### src/design/assert_macros.svh
// Assertion macros shared by the Morse decoder RTL.
// Checks compile away when SYNTHESIS is defined.
`ifndef ASSERT_MACROS_SVH
`define ASSERT_MACROS_SVH
`ifndef SYNTHESIS
// Check a property on every rising edge outside reset
`define MCD_ASSERT(name, clk, rst_n, prop) \
  name: assert property (@(posedge clk) disable iff (!rst_n) prop) \
    else $error("mcd assertion failed");
// Check a property on every rising edge, reset included
`define MCD_ASSERT_ALWAYS(name, clk, prop) \
  name: assert property (@(posedge clk) prop) \
    else $error("mcd assertion failed");
`else
`define MCD_ASSERT(name, clk, rst_n, prop)
`define MCD_ASSERT_ALWAYS(name, clk, prop)
`endif
`endif

### src/design/mcd_pkg.sv
// Shared types, character codes and the Morse lookup table of the decoder.
// No dependencies; the front end, queue, back end and top refer to it by scoped names.
`default_nettype none
package mcd_pkg;

  localparam int MAX_SYMBOLS_DEF     = 8;
  localparam int LINE_COUNT_BITS_DEF = 16;
  localparam int QUEUE_DEPTH         = 4;

  localparam int CHAR_W = 8;
  localparam int CODE_W = 8;
  localparam int LEN_W  = 4;
  localparam int LINE_W = 16;

  // Input and output character codes
  localparam logic [CHAR_W-1:0] CH_DOT   = 8'h2E;
  localparam logic [CHAR_W-1:0] CH_DASH  = 8'h2D;
  localparam logic [CHAR_W-1:0] CH_SPACE = 8'h20;
  localparam logic [CHAR_W-1:0] CH_SLASH = 8'h2F;
  localparam logic [CHAR_W-1:0] CH_NL    = 8'h0A;
  localparam logic [CHAR_W-1:0] CH_STAR  = 8'h2A;

  // Word that follows a closed code
  typedef enum logic [1:0] {
    TR_NONE,
    TR_SPACE,
    TR_NEWLINE
  } trail_t;

  // One job handed from the front end to the back end
  typedef struct packed {
    logic              has_code;
    logic [CODE_W-1:0] code_bits;
    logic [LEN_W-1:0]  code_len;
    trail_t            trail;
    logic [LINE_W-1:0] line;
  } job_t;

  typedef struct packed {
    logic              hit;
    logic [CHAR_W-1:0] ch;
  } lookup_t;

  // Morse table: dot 0, dash 1, newest symbol in the lsb
  function automatic lookup_t morse_lookup(logic [LEN_W-1:0] len, logic [CODE_W-1:0] bits);
    lookup_t r;
    r.hit = 1'b1;
    r.ch  = CH_STAR;
    unique case ({len, bits})
      {4'd2, 8'd1}:  r.ch = "a";
      {4'd4, 8'd8}:  r.ch = "b";
      {4'd4, 8'd10}: r.ch = "c";
      {4'd3, 8'd4}:  r.ch = "d";
      {4'd1, 8'd0}:  r.ch = "e";
      {4'd4, 8'd2}:  r.ch = "f";
      {4'd3, 8'd6}:  r.ch = "g";
      {4'd4, 8'd0}:  r.ch = "h";
      {4'd2, 8'd0}:  r.ch = "i";
      {4'd4, 8'd7}:  r.ch = "j";
      {4'd3, 8'd5}:  r.ch = "k";
      {4'd4, 8'd4}:  r.ch = "l";
      {4'd2, 8'd3}:  r.ch = "m";
      {4'd2, 8'd2}:  r.ch = "n";
      {4'd3, 8'd7}:  r.ch = "o";
      {4'd4, 8'd6}:  r.ch = "p";
      {4'd4, 8'd13}: r.ch = "q";
      {4'd3, 8'd2}:  r.ch = "r";
      {4'd3, 8'd0}:  r.ch = "s";
      {4'd1, 8'd1}:  r.ch = "t";
      {4'd3, 8'd1}:  r.ch = "u";
      {4'd4, 8'd1}:  r.ch = "v";
      {4'd3, 8'd3}:  r.ch = "w";
      {4'd4, 8'd9}:  r.ch = "x";
      {4'd4, 8'd11}: r.ch = "y";
      {4'd4, 8'd12}: r.ch = "z";
      {4'd5, 8'd15}: r.ch = "1";
      {4'd5, 8'd7}:  r.ch = "2";
      {4'd5, 8'd3}:  r.ch = "3";
      {4'd5, 8'd1}:  r.ch = "4";
      {4'd5, 8'd0}:  r.ch = "5";
      {4'd5, 8'd16}: r.ch = "6";
      {4'd5, 8'd24}: r.ch = "7";
      {4'd5, 8'd28}: r.ch = "8";
      {4'd5, 8'd30}: r.ch = "9";
      {4'd5, 8'd31}: r.ch = "0";
      {4'd6, 8'd51}: r.ch = ",";
      {4'd6, 8'd21}: r.ch = ".";
      {4'd6, 8'd12}: r.ch = "?";
      {4'd6, 8'd33}: r.ch = "-";
      {4'd6, 8'd56}: r.ch = ":";
      {4'd8, 8'd0}:  r.ch = "#";
      default: begin
        r.hit = 1'b0;
        r.ch  = CH_STAR;
      end
    endcase
    return r;
  endfunction

endpackage
`default_nettype wire

### src/design/mcd_front.sv
// Front end: accepts bytes, builds the open Morse code and counts lines.
// Emits one job per byte that causes output. Depends on mcd_pkg.
`default_nettype none
module mcd_front #(
  parameter int MAX_SYMBOLS     = mcd_pkg::MAX_SYMBOLS_DEF,
  parameter int LINE_COUNT_BITS = mcd_pkg::LINE_COUNT_BITS_DEF
) (
  input  wire logic                        clk,
  input  wire logic                        rst_n,
  input  wire logic                        in_valid,
  input  wire logic [mcd_pkg::CHAR_W-1:0]  in_char,
  input  wire logic                        q_full,
  output logic                             in_stall,
  output logic                             push,
  output mcd_pkg::job_t                    push_job
);

  localparam int CLEN_W = $clog2(MAX_SYMBOLS + 2);
  localparam logic [CLEN_W-1:0] LEN_MAX  = CLEN_W'(MAX_SYMBOLS);
  localparam logic [CLEN_W-1:0] LEN_OVER = CLEN_W'(MAX_SYMBOLS + 1);

  logic [mcd_pkg::CODE_W-1:0] code_bits_r, code_bits_nxt;
  logic [CLEN_W-1:0]          code_len_r, code_len_nxt;
  logic [LINE_COUNT_BITS-1:0] line_r, line_nxt;
  logic                       accept;

  assign in_stall = q_full;
  assign accept   = in_valid && !q_full;

  // Classify the byte and update the open code
  always_comb begin
    code_bits_nxt      = code_bits_r;
    code_len_nxt       = code_len_r;
    line_nxt           = line_r;
    push               = 1'b0;
    push_job.has_code  = (code_len_r != '0);
    push_job.code_bits = code_bits_r;
    push_job.code_len  = mcd_pkg::LEN_W'(code_len_r);
    push_job.trail     = mcd_pkg::TR_NONE;
    push_job.line      = mcd_pkg::LINE_W'(line_r);
    if (accept) begin
      unique case (in_char) inside
        mcd_pkg::CH_DOT, mcd_pkg::CH_DASH: begin
          if (code_len_r < LEN_MAX) begin
            code_bits_nxt = {code_bits_r[mcd_pkg::CODE_W-2:0], in_char == mcd_pkg::CH_DASH};
            code_len_nxt  = code_len_r + CLEN_W'(1);
          end else begin
            code_len_nxt = LEN_OVER;
          end
        end
        mcd_pkg::CH_SPACE: begin
          push          = (code_len_r != '0);
          code_bits_nxt = '0;
          code_len_nxt  = '0;
        end
        mcd_pkg::CH_SLASH: begin
          push           = 1'b1;
          push_job.trail = mcd_pkg::TR_SPACE;
          code_bits_nxt  = '0;
          code_len_nxt   = '0;
        end
        mcd_pkg::CH_NL: begin
          push           = 1'b1;
          push_job.trail = mcd_pkg::TR_NEWLINE;
          code_bits_nxt  = '0;
          code_len_nxt   = '0;
          if (line_r != '1) begin
            line_nxt = line_r + LINE_COUNT_BITS'(1);
          end
        end
        default: begin
        end
      endcase
    end
  end

  // Hold code and line state
  always_ff @(posedge clk) begin
    if (!rst_n) begin
      code_bits_r <= '0;
      code_len_r  <= '0;
      line_r      <= LINE_COUNT_BITS'(1);
    end else begin
      code_bits_r <= code_bits_nxt;
      code_len_r  <= code_len_nxt;
      line_r      <= line_nxt;
    end
  end

endmodule
`default_nettype wire

### src/design/mcd_queue.sv
// Short job queue between the front end and the back end.
// Depends on mcd_pkg and assert_macros.svh.
`default_nettype none
`include "assert_macros.svh"
module mcd_queue (
  input  wire logic          clk,
  input  wire logic          rst_n,
  input  wire logic          push,
  input  mcd_pkg::job_t      push_job,
  input  wire logic          pop,
  output logic               full,
  output logic               head_valid,
  output mcd_pkg::job_t      head_job
);

  localparam int DEPTH = mcd_pkg::QUEUE_DEPTH;
  localparam int PTR_W = $clog2(DEPTH);
  localparam int CNT_W = $clog2(DEPTH + 1);
  localparam logic [PTR_W-1:0] PTR_LAST = PTR_W'(DEPTH - 1);

  mcd_pkg::job_t    mem [DEPTH];
  logic [PTR_W-1:0] wr_ptr_r, wr_ptr_nxt;
  logic [PTR_W-1:0] rd_ptr_r, rd_ptr_nxt;
  logic [CNT_W-1:0] count_r, count_nxt;

  assign full       = (count_r == CNT_W'(DEPTH));
  assign head_valid = (count_r != '0);
  assign head_job   = mem[rd_ptr_r];

  // Advance pointers and count
  always_comb begin
    wr_ptr_nxt = wr_ptr_r;
    rd_ptr_nxt = rd_ptr_r;
    count_nxt  = count_r;
    if (push) begin
      wr_ptr_nxt = (wr_ptr_r == PTR_LAST) ? '0 : wr_ptr_r + PTR_W'(1);
    end
    if (pop) begin
      rd_ptr_nxt = (rd_ptr_r == PTR_LAST) ? '0 : rd_ptr_r + PTR_W'(1);
    end
    if (push && !pop) begin
      count_nxt = count_r + CNT_W'(1);
    end else if (pop && !push) begin
      count_nxt = count_r - CNT_W'(1);
    end
  end

  always_ff @(posedge clk) begin
    if (!rst_n) begin
      wr_ptr_r <= '0;
      rd_ptr_r <= '0;
      count_r  <= '0;
    end else begin
      wr_ptr_r <= wr_ptr_nxt;
      rd_ptr_r <= rd_ptr_nxt;
      count_r  <= count_nxt;
    end
  end

  // Store pushed jobs
  always_ff @(posedge clk) begin
    if (push) begin
      mem[wr_ptr_r] <= push_job;
    end
  end

  `MCD_ASSERT(a_no_overflow, clk, rst_n, !(push && full))
  `MCD_ASSERT(a_no_underflow, clk, rst_n, !(pop && !head_valid))
  `MCD_ASSERT(a_count_bound, clk, rst_n, count_r <= CNT_W'(DEPTH))

endmodule
`default_nettype wire

### src/design/mcd_back.sv
// Back end: looks up each closed code and delivers one or two result words.
// Depends on mcd_pkg and assert_macros.svh.
`default_nettype none
`include "assert_macros.svh"
module mcd_back #(
  parameter int MAX_SYMBOLS = mcd_pkg::MAX_SYMBOLS_DEF
) (
  input  wire logic                        clk,
  input  wire logic                        rst_n,
  input  wire logic                        head_valid,
  input  mcd_pkg::job_t                    head_job,
  output logic                             pop,
  output logic                             out_valid,
  input  wire logic                        out_stall,
  output logic [mcd_pkg::CHAR_W-1:0]       out_char,
  output logic                             out_invalid,
  output logic [mcd_pkg::LINE_W-1:0]       out_line_number,
  output logic                             out_last
);

  localparam logic [mcd_pkg::LEN_W-1:0] LEN_MAX = mcd_pkg::LEN_W'(MAX_SYMBOLS);

  logic                        out_valid_r, out_valid_nxt;
  logic [mcd_pkg::CHAR_W-1:0]  char_r, char_nxt;
  logic                        inv_r, inv_nxt;
  logic [mcd_pkg::LINE_W-1:0]  line_r, line_nxt;
  logic                        last_r, last_nxt;
  logic                        pend_r, pend_nxt;
  mcd_pkg::trail_t             pend_trail_r, pend_trail_nxt;
  logic [mcd_pkg::LINE_W-1:0]  pend_line_r, pend_line_nxt;
  logic                        load;
  mcd_pkg::lookup_t            hit;
  logic [mcd_pkg::CHAR_W-1:0]  head_trail_ch;
  logic [mcd_pkg::CHAR_W-1:0]  pend_trail_ch;

  assign load = !out_valid_r || !out_stall;
  assign hit  = mcd_pkg::morse_lookup(head_job.code_len, head_job.code_bits);

  function automatic logic [mcd_pkg::CHAR_W-1:0] trail_char(mcd_pkg::trail_t t);
    logic [mcd_pkg::CHAR_W-1:0] c;
    unique case (t)
      mcd_pkg::TR_NEWLINE: c = mcd_pkg::CH_NL;
      default:             c = mcd_pkg::CH_SPACE;
    endcase
    return c;
  endfunction

  assign head_trail_ch = trail_char(head_job.trail);
  assign pend_trail_ch = trail_char(pend_trail_r);

  // Fill the output register: pending trailer first, then the queue head
  always_comb begin
    out_valid_nxt  = out_valid_r;
    char_nxt       = char_r;
    inv_nxt        = inv_r;
    line_nxt       = line_r;
    last_nxt       = last_r;
    pend_nxt       = pend_r;
    pend_trail_nxt = pend_trail_r;
    pend_line_nxt  = pend_line_r;
    pop            = 1'b0;
    if (load) begin
      out_valid_nxt = 1'b0;
      if (pend_r) begin
        out_valid_nxt = 1'b1;
        char_nxt      = pend_trail_ch;
        inv_nxt       = 1'b0;
        line_nxt      = pend_line_r;
        last_nxt      = 1'b1;
        pend_nxt      = 1'b0;
      end else if (head_valid) begin
        pop           = 1'b1;
        out_valid_nxt = 1'b1;
        line_nxt      = head_job.line;
        if (head_job.has_code) begin
          if (hit.hit && head_job.code_len <= LEN_MAX) begin
            char_nxt = hit.ch;
            inv_nxt  = 1'b0;
          end else begin
            char_nxt = mcd_pkg::CH_STAR;
            inv_nxt  = 1'b1;
          end
          last_nxt       = (head_job.trail == mcd_pkg::TR_NONE);
          pend_nxt       = (head_job.trail != mcd_pkg::TR_NONE);
          pend_trail_nxt = head_job.trail;
          pend_line_nxt  = head_job.line;
        end else begin
          char_nxt = head_trail_ch;
          inv_nxt  = 1'b0;
          last_nxt = 1'b1;
        end
      end
    end
  end

  // Control state
  always_ff @(posedge clk) begin
    if (!rst_n) begin
      out_valid_r <= 1'b0;
      pend_r      <= 1'b0;
    end else begin
      out_valid_r <= out_valid_nxt;
      pend_r      <= pend_nxt;
    end
  end

  // Payload registers
  always_ff @(posedge clk) begin
    char_r       <= char_nxt;
    inv_r        <= inv_nxt;
    line_r       <= line_nxt;
    last_r       <= last_nxt;
    pend_trail_r <= pend_trail_nxt;
    pend_line_r  <= pend_line_nxt;
  end

  assign out_valid       = out_valid_r;
  assign out_char        = char_r;
  assign out_invalid     = inv_r;
  assign out_line_number = line_r;
  assign out_last        = last_r;

  `MCD_ASSERT(a_pend_has_word, clk, rst_n, pend_r |-> out_valid_r)
  `MCD_ASSERT(a_pend_not_last, clk, rst_n, (pend_r && out_valid_r) |-> !last_r)
  `MCD_ASSERT_ALWAYS(a_reset_clears, clk, !rst_n |=> (!out_valid_r && !pend_r))

endmodule
`default_nettype wire

### src/design/morse_code_decoder.sv
// Top level of the Morse code decoder: front end, job queue, back end.
// Depends on mcd_pkg, mcd_front, mcd_queue and mcd_back.
//
// Takes one byte per cycle while the four-entry job queue has room. Dots and
// dashes extend the open code; space, slash and newline close it. Bytes that
// produce output become one job each. The back end delivers one result word
// per cycle while out_stall is low, so a byte that yields two words (a closed
// code followed by a space or newline) takes up the single output register
// for both of them, one after the other. The first word passes through the
// job queue and then the output register before it is on the outputs.
// in_stall rises only when the queue is full.
`default_nettype none
module morse_code_decoder #(
  parameter int MAX_SYMBOLS     = mcd_pkg::MAX_SYMBOLS_DEF,
  parameter int LINE_COUNT_BITS = mcd_pkg::LINE_COUNT_BITS_DEF
) (
  input  wire logic                        clk,
  input  wire logic                        rst_n,
  input  wire logic                        in_valid,
  output logic                             in_stall,
  input  wire logic [mcd_pkg::CHAR_W-1:0]  in_char,
  output logic                             out_valid,
  input  wire logic                        out_stall,
  output logic [mcd_pkg::CHAR_W-1:0]       out_char,
  output logic                             out_invalid,
  output logic [mcd_pkg::LINE_W-1:0]       out_line_number,
  output logic                             out_last
);

  logic          q_full;
  logic          push;
  mcd_pkg::job_t push_job;
  logic          pop;
  logic          head_valid;
  mcd_pkg::job_t head_job;

  mcd_front #(
    .MAX_SYMBOLS     (MAX_SYMBOLS),
    .LINE_COUNT_BITS (LINE_COUNT_BITS)
  ) u_front (
    .clk      (clk),
    .rst_n    (rst_n),
    .in_valid (in_valid),
    .in_char  (in_char),
    .q_full   (q_full),
    .in_stall (in_stall),
    .push     (push),
    .push_job (push_job)
  );

  mcd_queue u_queue (
    .clk        (clk),
    .rst_n      (rst_n),
    .push       (push),
    .push_job   (push_job),
    .pop        (pop),
    .full       (q_full),
    .head_valid (head_valid),
    .head_job   (head_job)
  );

  mcd_back #(
    .MAX_SYMBOLS (MAX_SYMBOLS)
  ) u_back (
    .clk             (clk),
    .rst_n           (rst_n),
    .head_valid      (head_valid),
    .head_job        (head_job),
    .pop             (pop),
    .out_valid       (out_valid),
    .out_stall       (out_stall),
    .out_char        (out_char),
    .out_invalid     (out_invalid),
    .out_line_number (out_line_number),
    .out_last        (out_last)
  );

endmodule
`default_nettype wire
### config.mk
export PLATFORM = sky130hd
export DESIGN_NAME = morse_code_decoder
export DESIGN_NICKNAME = d
export VERILOG_FILES = /design/src/design/mcd_pkg.sv /design/src/design/mcd_front.sv /design/src/design/mcd_queue.sv /design/src/design/mcd_back.sv /design/src/design/morse_code_decoder.sv
export VERILOG_INCLUDE_DIRS = /design/src /design/src/design
export SDC_FILE = /design/constraint.sdc
export NUM_CORES = 1
export LEC_CHECK = 0
export ABC_AREA = 1
export BUFFER_PORTS_ARGS = -buffer_cell sky130_fd_sc_hd__buf_4
export CORE_MARGIN = 4
export CORE_UTILIZATION = 30
export DETAILED_ROUTE_END_ITERATION = 12
export PLACE_DENSITY_LB_ADDON = 0.05
export SLEW_MARGIN = 25
export SYNTH_ARGS = -nofsm -noshare
export SYNTH_HDL_FRONTEND = slang
export SYNTH_SLANG_ARGS = --single-unit
### constraint.sdc
create_clock -name clk -period 3.04 [get_ports clk]
set_input_delay 0.456 -clock clk [delete_from_list [all_inputs] [get_ports clk]]
set_output_delay 0.456 -clock clk [all_outputs]
set_load 0.005 [all_outputs]
Word level (Yosys, flattened, before mapping)
Memory sizes are Yosys's and may differ from the RTL's. A register that Yosys moved wholly into a read port is not among the register bits.
Index checks and enable logic that the tools add are counted.
{"block": "classes", "n_addsub": 6, "magnitude_cmp": 2, "eq_ne": 54, "mux": 38, "n_bitwise": 1, "n_reduce_logical": 26}
{"operator": "$eq 12x11->1 const B", "count": 27}
{"operator": "$pmux 7 s42", "count": 1}
{"operator": "$eq 12x10->1 const B", "count": 12}
{"operator": "$reduce_or 42->1", "count": 1}
{"operator": "$eq 8x6->1 const B", "count": 4}
{"operator": "$mux 16", "count": 2}
{"operator": "$eq 12x9->1 const B", "count": 2}
{"operator": "$mux 8", "count": 3}
{"operator": "$add 16x1->16 const B", "count": 1}
{"operator": "$mux 1", "count": 16}
{"operator": "$ne 16x16->1 const B", "count": 1}
{"operator": "$pmux 8 s2", "count": 1}
{"operator": "$mux 7", "count": 2}
{"operator": "$eq 12x12->1 const B", "count": 1}
{"operator": "$mux 6", "count": 2}
{"operator": "$mux 2", "count": 5}
{"operator": "$eq 2x2->1 const B", "count": 4}
{"operator": "$eq 8x4->1 const B", "count": 1}
{"operator": "$pmux 4 s2", "count": 1}
{"operator": "$reduce_bool 2->1", "count": 4}
{"operator": "$mux 3", "count": 2}
{"operator": "$reduce_and 3->1", "count": 2}
{"operator": "$logic_not 1->1", "count": 5}
{"operator": "$add 2x1->2 const B", "count": 2}
{"operator": "other kinds (20)", "count": 25}
{"block": "word_totals", "register_bits": 81, "ramBits": 124, "out_inout_bits": 28, "wordCells": 142, "memories": 1}
{"name": "u_queue.mem", "depth": 4, "word_bits": 31, "read_ports": 1, "rd_ports_with_merged_regs": 1, "wr": 1, "line_no": "mcd_queue.sv:21", "source": "mcd_pkg::job_t mem [DEPTH];"}

Longest topological paths before layout
{"block": "depth", "ltp_word": 8, "ltp_mapped": 19, "mapped_depth_nobuf": 18}

Modules after synthesis
Synthesis repeated with hierarchy kept, for this count alone.
{"block": "hier_totals", "cells_unflattened": 1005, "area_unflattened_um2": 9690.5}
{"module": "mcd_queue", "instances": 1, "cells_each": 360, "area_each_um2": 5101.1}
{"module": "mcd_back", "instances": 1, "cells_each": 364, "area_each_um2": 2713.9}
{"module": "mcd_front", "instances": 1, "cells_each": 281, "area_each_um2": 1875.5}

Worst setup path before layout
OpenSTA, ideal clock, no wires.
{"block": "synth_path", "path_type": "in2reg", "start": "in in_char[4] (netlist name)", "end": "mem u_queue.mem[0][0] (netlist name), enable pin", "arrival_time_ns": 2.716, "required_time_ns": 2.621, "setup_slack_ns": -0.095, "stages": 11, "path_buffers": 0, "path_cell_list": "nor2_1 > nand3_1 > inv_1 > nand4_1 > nand2_1 > nor2_2 > inv_1 > nand2_1 > inv_1 > o21ai_1 > nor2_1"}
{"block": "synth_between", "elab_chain_len": 6, "word_cells_on_any_way": 8}
{"item": "start, declared", "line_no": "morse_code_decoder.sv:21", "source": "input wire logic [mcd_pkg::CHAR_W-1:0] in_char,"}
{"item": "$eq 8x4->1 (no line) / $eq 8x6->1 (equally long branches)"}
{"item": "$reduce_or 2->1 (no line)"}
{"item": "$pmux 1 s2 *", "line_no": "mcd_front.sv:42", "source": "unique case (in_char) inside"}
{"item": "$mux 1 *", "line_no": "mcd_front.sv:41", "source": "if (accept) begin"}
{"item": "$mux 1 *", "line_no": "mcd_queue.sv:62", "source": "if (push) begin"}
{"item": "$mux 1 (implied by the code) *", "line_no": "mcd_queue.sv:63", "source": "mem[wr_ptr_r] <= push_job;"}
{"item": "end, declared", "line_no": "mcd_queue.sv:21"}
Mark *: on every way between the ends. The rest lies on a longest branch, timed or not.

==> flow_metrics.py <==
metrics = {
    "yosys": {
        "synth-compound-area-share_pct": 7.88,
        "synth_top_flop_cell": "edfxtp_1",
        "netlist-cell-type-count": 49,
        "yosysWarnings": 0,
        "synth_xor_area_share_pct": 0.0922,
        "ys_ff_latch": 206,
        "synth_fa_ha_area_share_pct": 1.40,
        "synth-async-reset-ratio_pct": 0,
        "synthCells": 960,
        "synth-simple-area-share_pct": 25.0,
        "synth_area_um2": 9500,
        "syn-num-nets": 982,
        "yosysSeqAreaShare_pct": 61.0,
        "syn_avg_cell_area_um2": 9.89,
        "muxShareOfSynthArea_pct": 0,
        "synth_top_family_by_area": "simple AND/OR/NAND/NOR gates",
        "synth_edf_count": 167,
    },
    "setup_path": {
        "worstPathArrival_ns": 2.93,
        "required_ns": 3.32,
        "cp_slowest_stage_delay_ns": 0.58,
        "crit_type": "reg -> reg",
        "slowest_stage": "nor2_4",
        "cp_max_fo": 32,
        "setup.worst_path.end_class": "register",
        "cp_num_buf_inv": 1,
        "crit_chain": "inv_6, nand2_1, nand3_1, nand2_1, nand2_2, nor2_4, nand2_1, a21oi_2, nor2_1, nand2_2, nor2_4, nand3_4, nand2_1, nand2_1, nand2_1",
        "cp-start-kind": "register",
        "path_delay_family": "simple AND/OR/NAND/NOR gates",
        "path_common_cell": "nand2_1",
    },
    "placement": {
        "placed_cells": 1381,
        "gp_congestion": 0.864,
        "portBuffers": 38,
        "hpwl_mm": 15.7,
    },
    "detailed_routing": {
        "ant_nets": 0,
        "avgRoutedWirePerCell_um": 16.3,
        "drtIter0Drc": 481,
        "drc_errors": 0,
        "vias_per_cell": 4.67,
        "vias": 6659,
        "routed_wl_mm": 23.3,
        "first_pass_iters": 5,
    },
    "finish": {
        "instances_no_fill": 1427,
        "drive_above_1_share_pct": 15.9,
        "seq_area_um2": 5800,
        "area_delta_synth_final_pct": 16.9,
        "mostFrequentLayoutCell": "nand2_1",
        "layout_common_cells": "225 x nand2_1, 167 x edfxtp_1, 134 x nor2_1",
        "postLayoutCoreUtil_pct": 35.9,
        "antenna_cells": 0,
        "fin_nets": 1034,
        "multi_input_area_um2": 3290,
        "nFillCells": 3132,
    },
    "run": {
        "maxCapViolCount": 0,
    },
    "timing": {
        "clock_skew_ns": 0.0142,
        "timing.fmax_ghz": 0.377,
        "period_minus_slack_ns": 2.65,
        "rsz0062_at_grt": "no",
        "finalMaxSlewViolations": 0,
        "fin_crit_sh_pct": 87.2,
        "worst_pin_slew_ns": 0.725,
        "hold_viol": 0,
        "finalSetupViolations": 0,
        "slew_headroom_pct": 51.5,
    },
    "status": {
        "status": "finished clean",
    },
    "power_and_ir_drop": {
        "ir_worst_vdd_mv": 0.364,
        "power_density_nw_per_um2": 844,
        "p_leak_nw": 4.43,
    },
    "cts": {
        "cts-resized-gates": 0,
        "cts-hold-fix-buffers": 0,
        "clk-insertion-delay-late_ns": 0.53,
        "cts_buffer_depth": 3,
        "cts_inserted_buffers": 25,
        "cts_root_buffer": "clkbuf_16",
        "cts_sinks": 206,
        "htree_levels": 1,
        "cts_tree": "yes",
        "post_cts_buffers": 0,
        "clk_pin_slew_ns": 0.06,
    },
    "global_routing": {
        "grt-ovfl-total": 0,
        "track_usage_pct": 13.5,
        "grtUsageMet1_pct": 21.0,
        "grt_pass1_vias": 6271,
        "grtUsageMet3_pct": 2.64,
        "grt-busiest-layer": "met1",
        "gr-usage-met2_pct": 19.3,
        "grt_pass1_wl_mm": 36.7,
        "grt_max_degree": 39,
        "antenna_found_initial": 0,
    },
    "hold_path": {
        "hp-class": "in -> reg",
    },
    "die": {
        "rows": 64,
        "die_width_um": 186,
        "dieHeight_um": 186,
        "start_util_pct": 30.7,
        "ios": 40,
        "die-area_um2": 34600,
        "core_region_area_um2": 30900,
    },
}
## kinds of logic after synthesis
| logic type | after synthesis |
|---|---|
| buffers and inverters | 93 |
| other | 1 |
| adder cells (fa/ha/maj) | 10 |
| flip-flops | 206 |
| XOR/XNOR | 1 |
| AO/OA/AOI/OAI | 129 |
| AND/OR/NAND/NOR | 520 |
## cell usage after synthesis (5+ instances only)
master | count | area share (%)
buf_6 | 6 | 0.71
nor2_4 | 9 | 1.1
inv_1 | 54 | 2.1
nand3_1 | 69 | 3.6
nor2_1 | 138 | 5.5
nand4_1 | 6 | 0.40
clkbuf_1 | 15 | 0.59
edfxtp_1 | 167 | 53
nand2_2 | 22 | 1.4
nor3_1 | 21 | 1.1
nor2_2 | 6 | 0.40
nand2_4 | 5 | 0.59
ha_1 | 9 | 1.2
nand2_1 | 225 | 8.9
nand3_2 | 6 | 0.63
a211oi_1 | 7 | 0.55
o22ai_1 | 17 | 1.1
o21ai_0 | 53 | 2.8
dfxtp_1 | 39 | 8.2
a21oi_1 | 33 | 1.7
## worst register-to-register path, cell delays in order (launching register included)
cell	delay (ns)
dfxtp_2	0.44
inv_6	0.13
nand2_1	0.11
nand3_1	0.07
nand2_1	0.13
nand2_2	0.08
nor2_4	0.58
nand2_1	0.25
a21oi_2	0.20
nor2_1	0.07
nand2_2	0.07
nor2_4	0.04
nand3_4	0.07
nand2_1	0.06
nand2_1	0.05
nand2_1	0.04
## worst paths after layout
check,from,endpoint,slack [ns],cells after the start
min,rst_n,u_front.line_r[0],0.27,2
min reg2reg,u_queue.count_r[0],u_queue.count_r[0],0.50,1
max,register,u_back.out_char[1],0.39,15
max reg2reg,register,u_back.out_char[1],0.39,15
## through the flow
step / power (mW) / area, um^2 / hold WS (ns) / setup WS [ns] / TNS, ns
after global routing: 10.0 / 11100 / 0.254 / 0.104 / 0
after global placement: 6.63 / 10300 / 0.490 / 0.201 / 0
after detailed placement: 6.61 / 10300 / 0.489 / 0.178 / 0
after floorplan: 5.78 / 9500 / 0.461 / -0.0953 / -11.82
after CTS: 9.54 / 11100 / 0.236 / 0.390 / 0
final: 9.37 / 11100 / 0.274 / 0.389 / 0
## final cells by class
type,count,area share (%)
timing repair buffer,57,4.31
multi-input combinational,661,29.7
clock inverter,12,1.18
sequential,206,52.2
tap,396,4.46
inverter,61,2.11
clock buffer,34,6.03
## layer usage
metal,vias up,wire length (um)
li1,3394,-
met1,3097,12300
met2,143,9570
met3,25,1100
met4,0,362
met5,-,0
## where the power goes
group          internal [mW]  switching (mW)
Clock                   1.73            1.14
Combinational          0.862            1.93
Sequential              3.58           0.124
Total                   6.17            3.20
## sequential cells by signal, summed over array words and instances (netlist names), named ones only
signal	flops
u_back.pend_r	1
u_back.out_last	1
u_back.out_line_number	16
u_front.code_bits_r	8
u_back.pend_trail_r	2
u_queue.count_r	3
u_back.out_valid	1
u_back.out_invalid	1
u_back.out_char	7
u_queue.rd_ptr_r	2
u_queue.wr_ptr_r	2
u_front.line_r	16
u_back.pend_line_r	16
u_queue.mem	124
u_front.code_len_r	4
No activity file was read; power rests on OpenSTA's default activity.
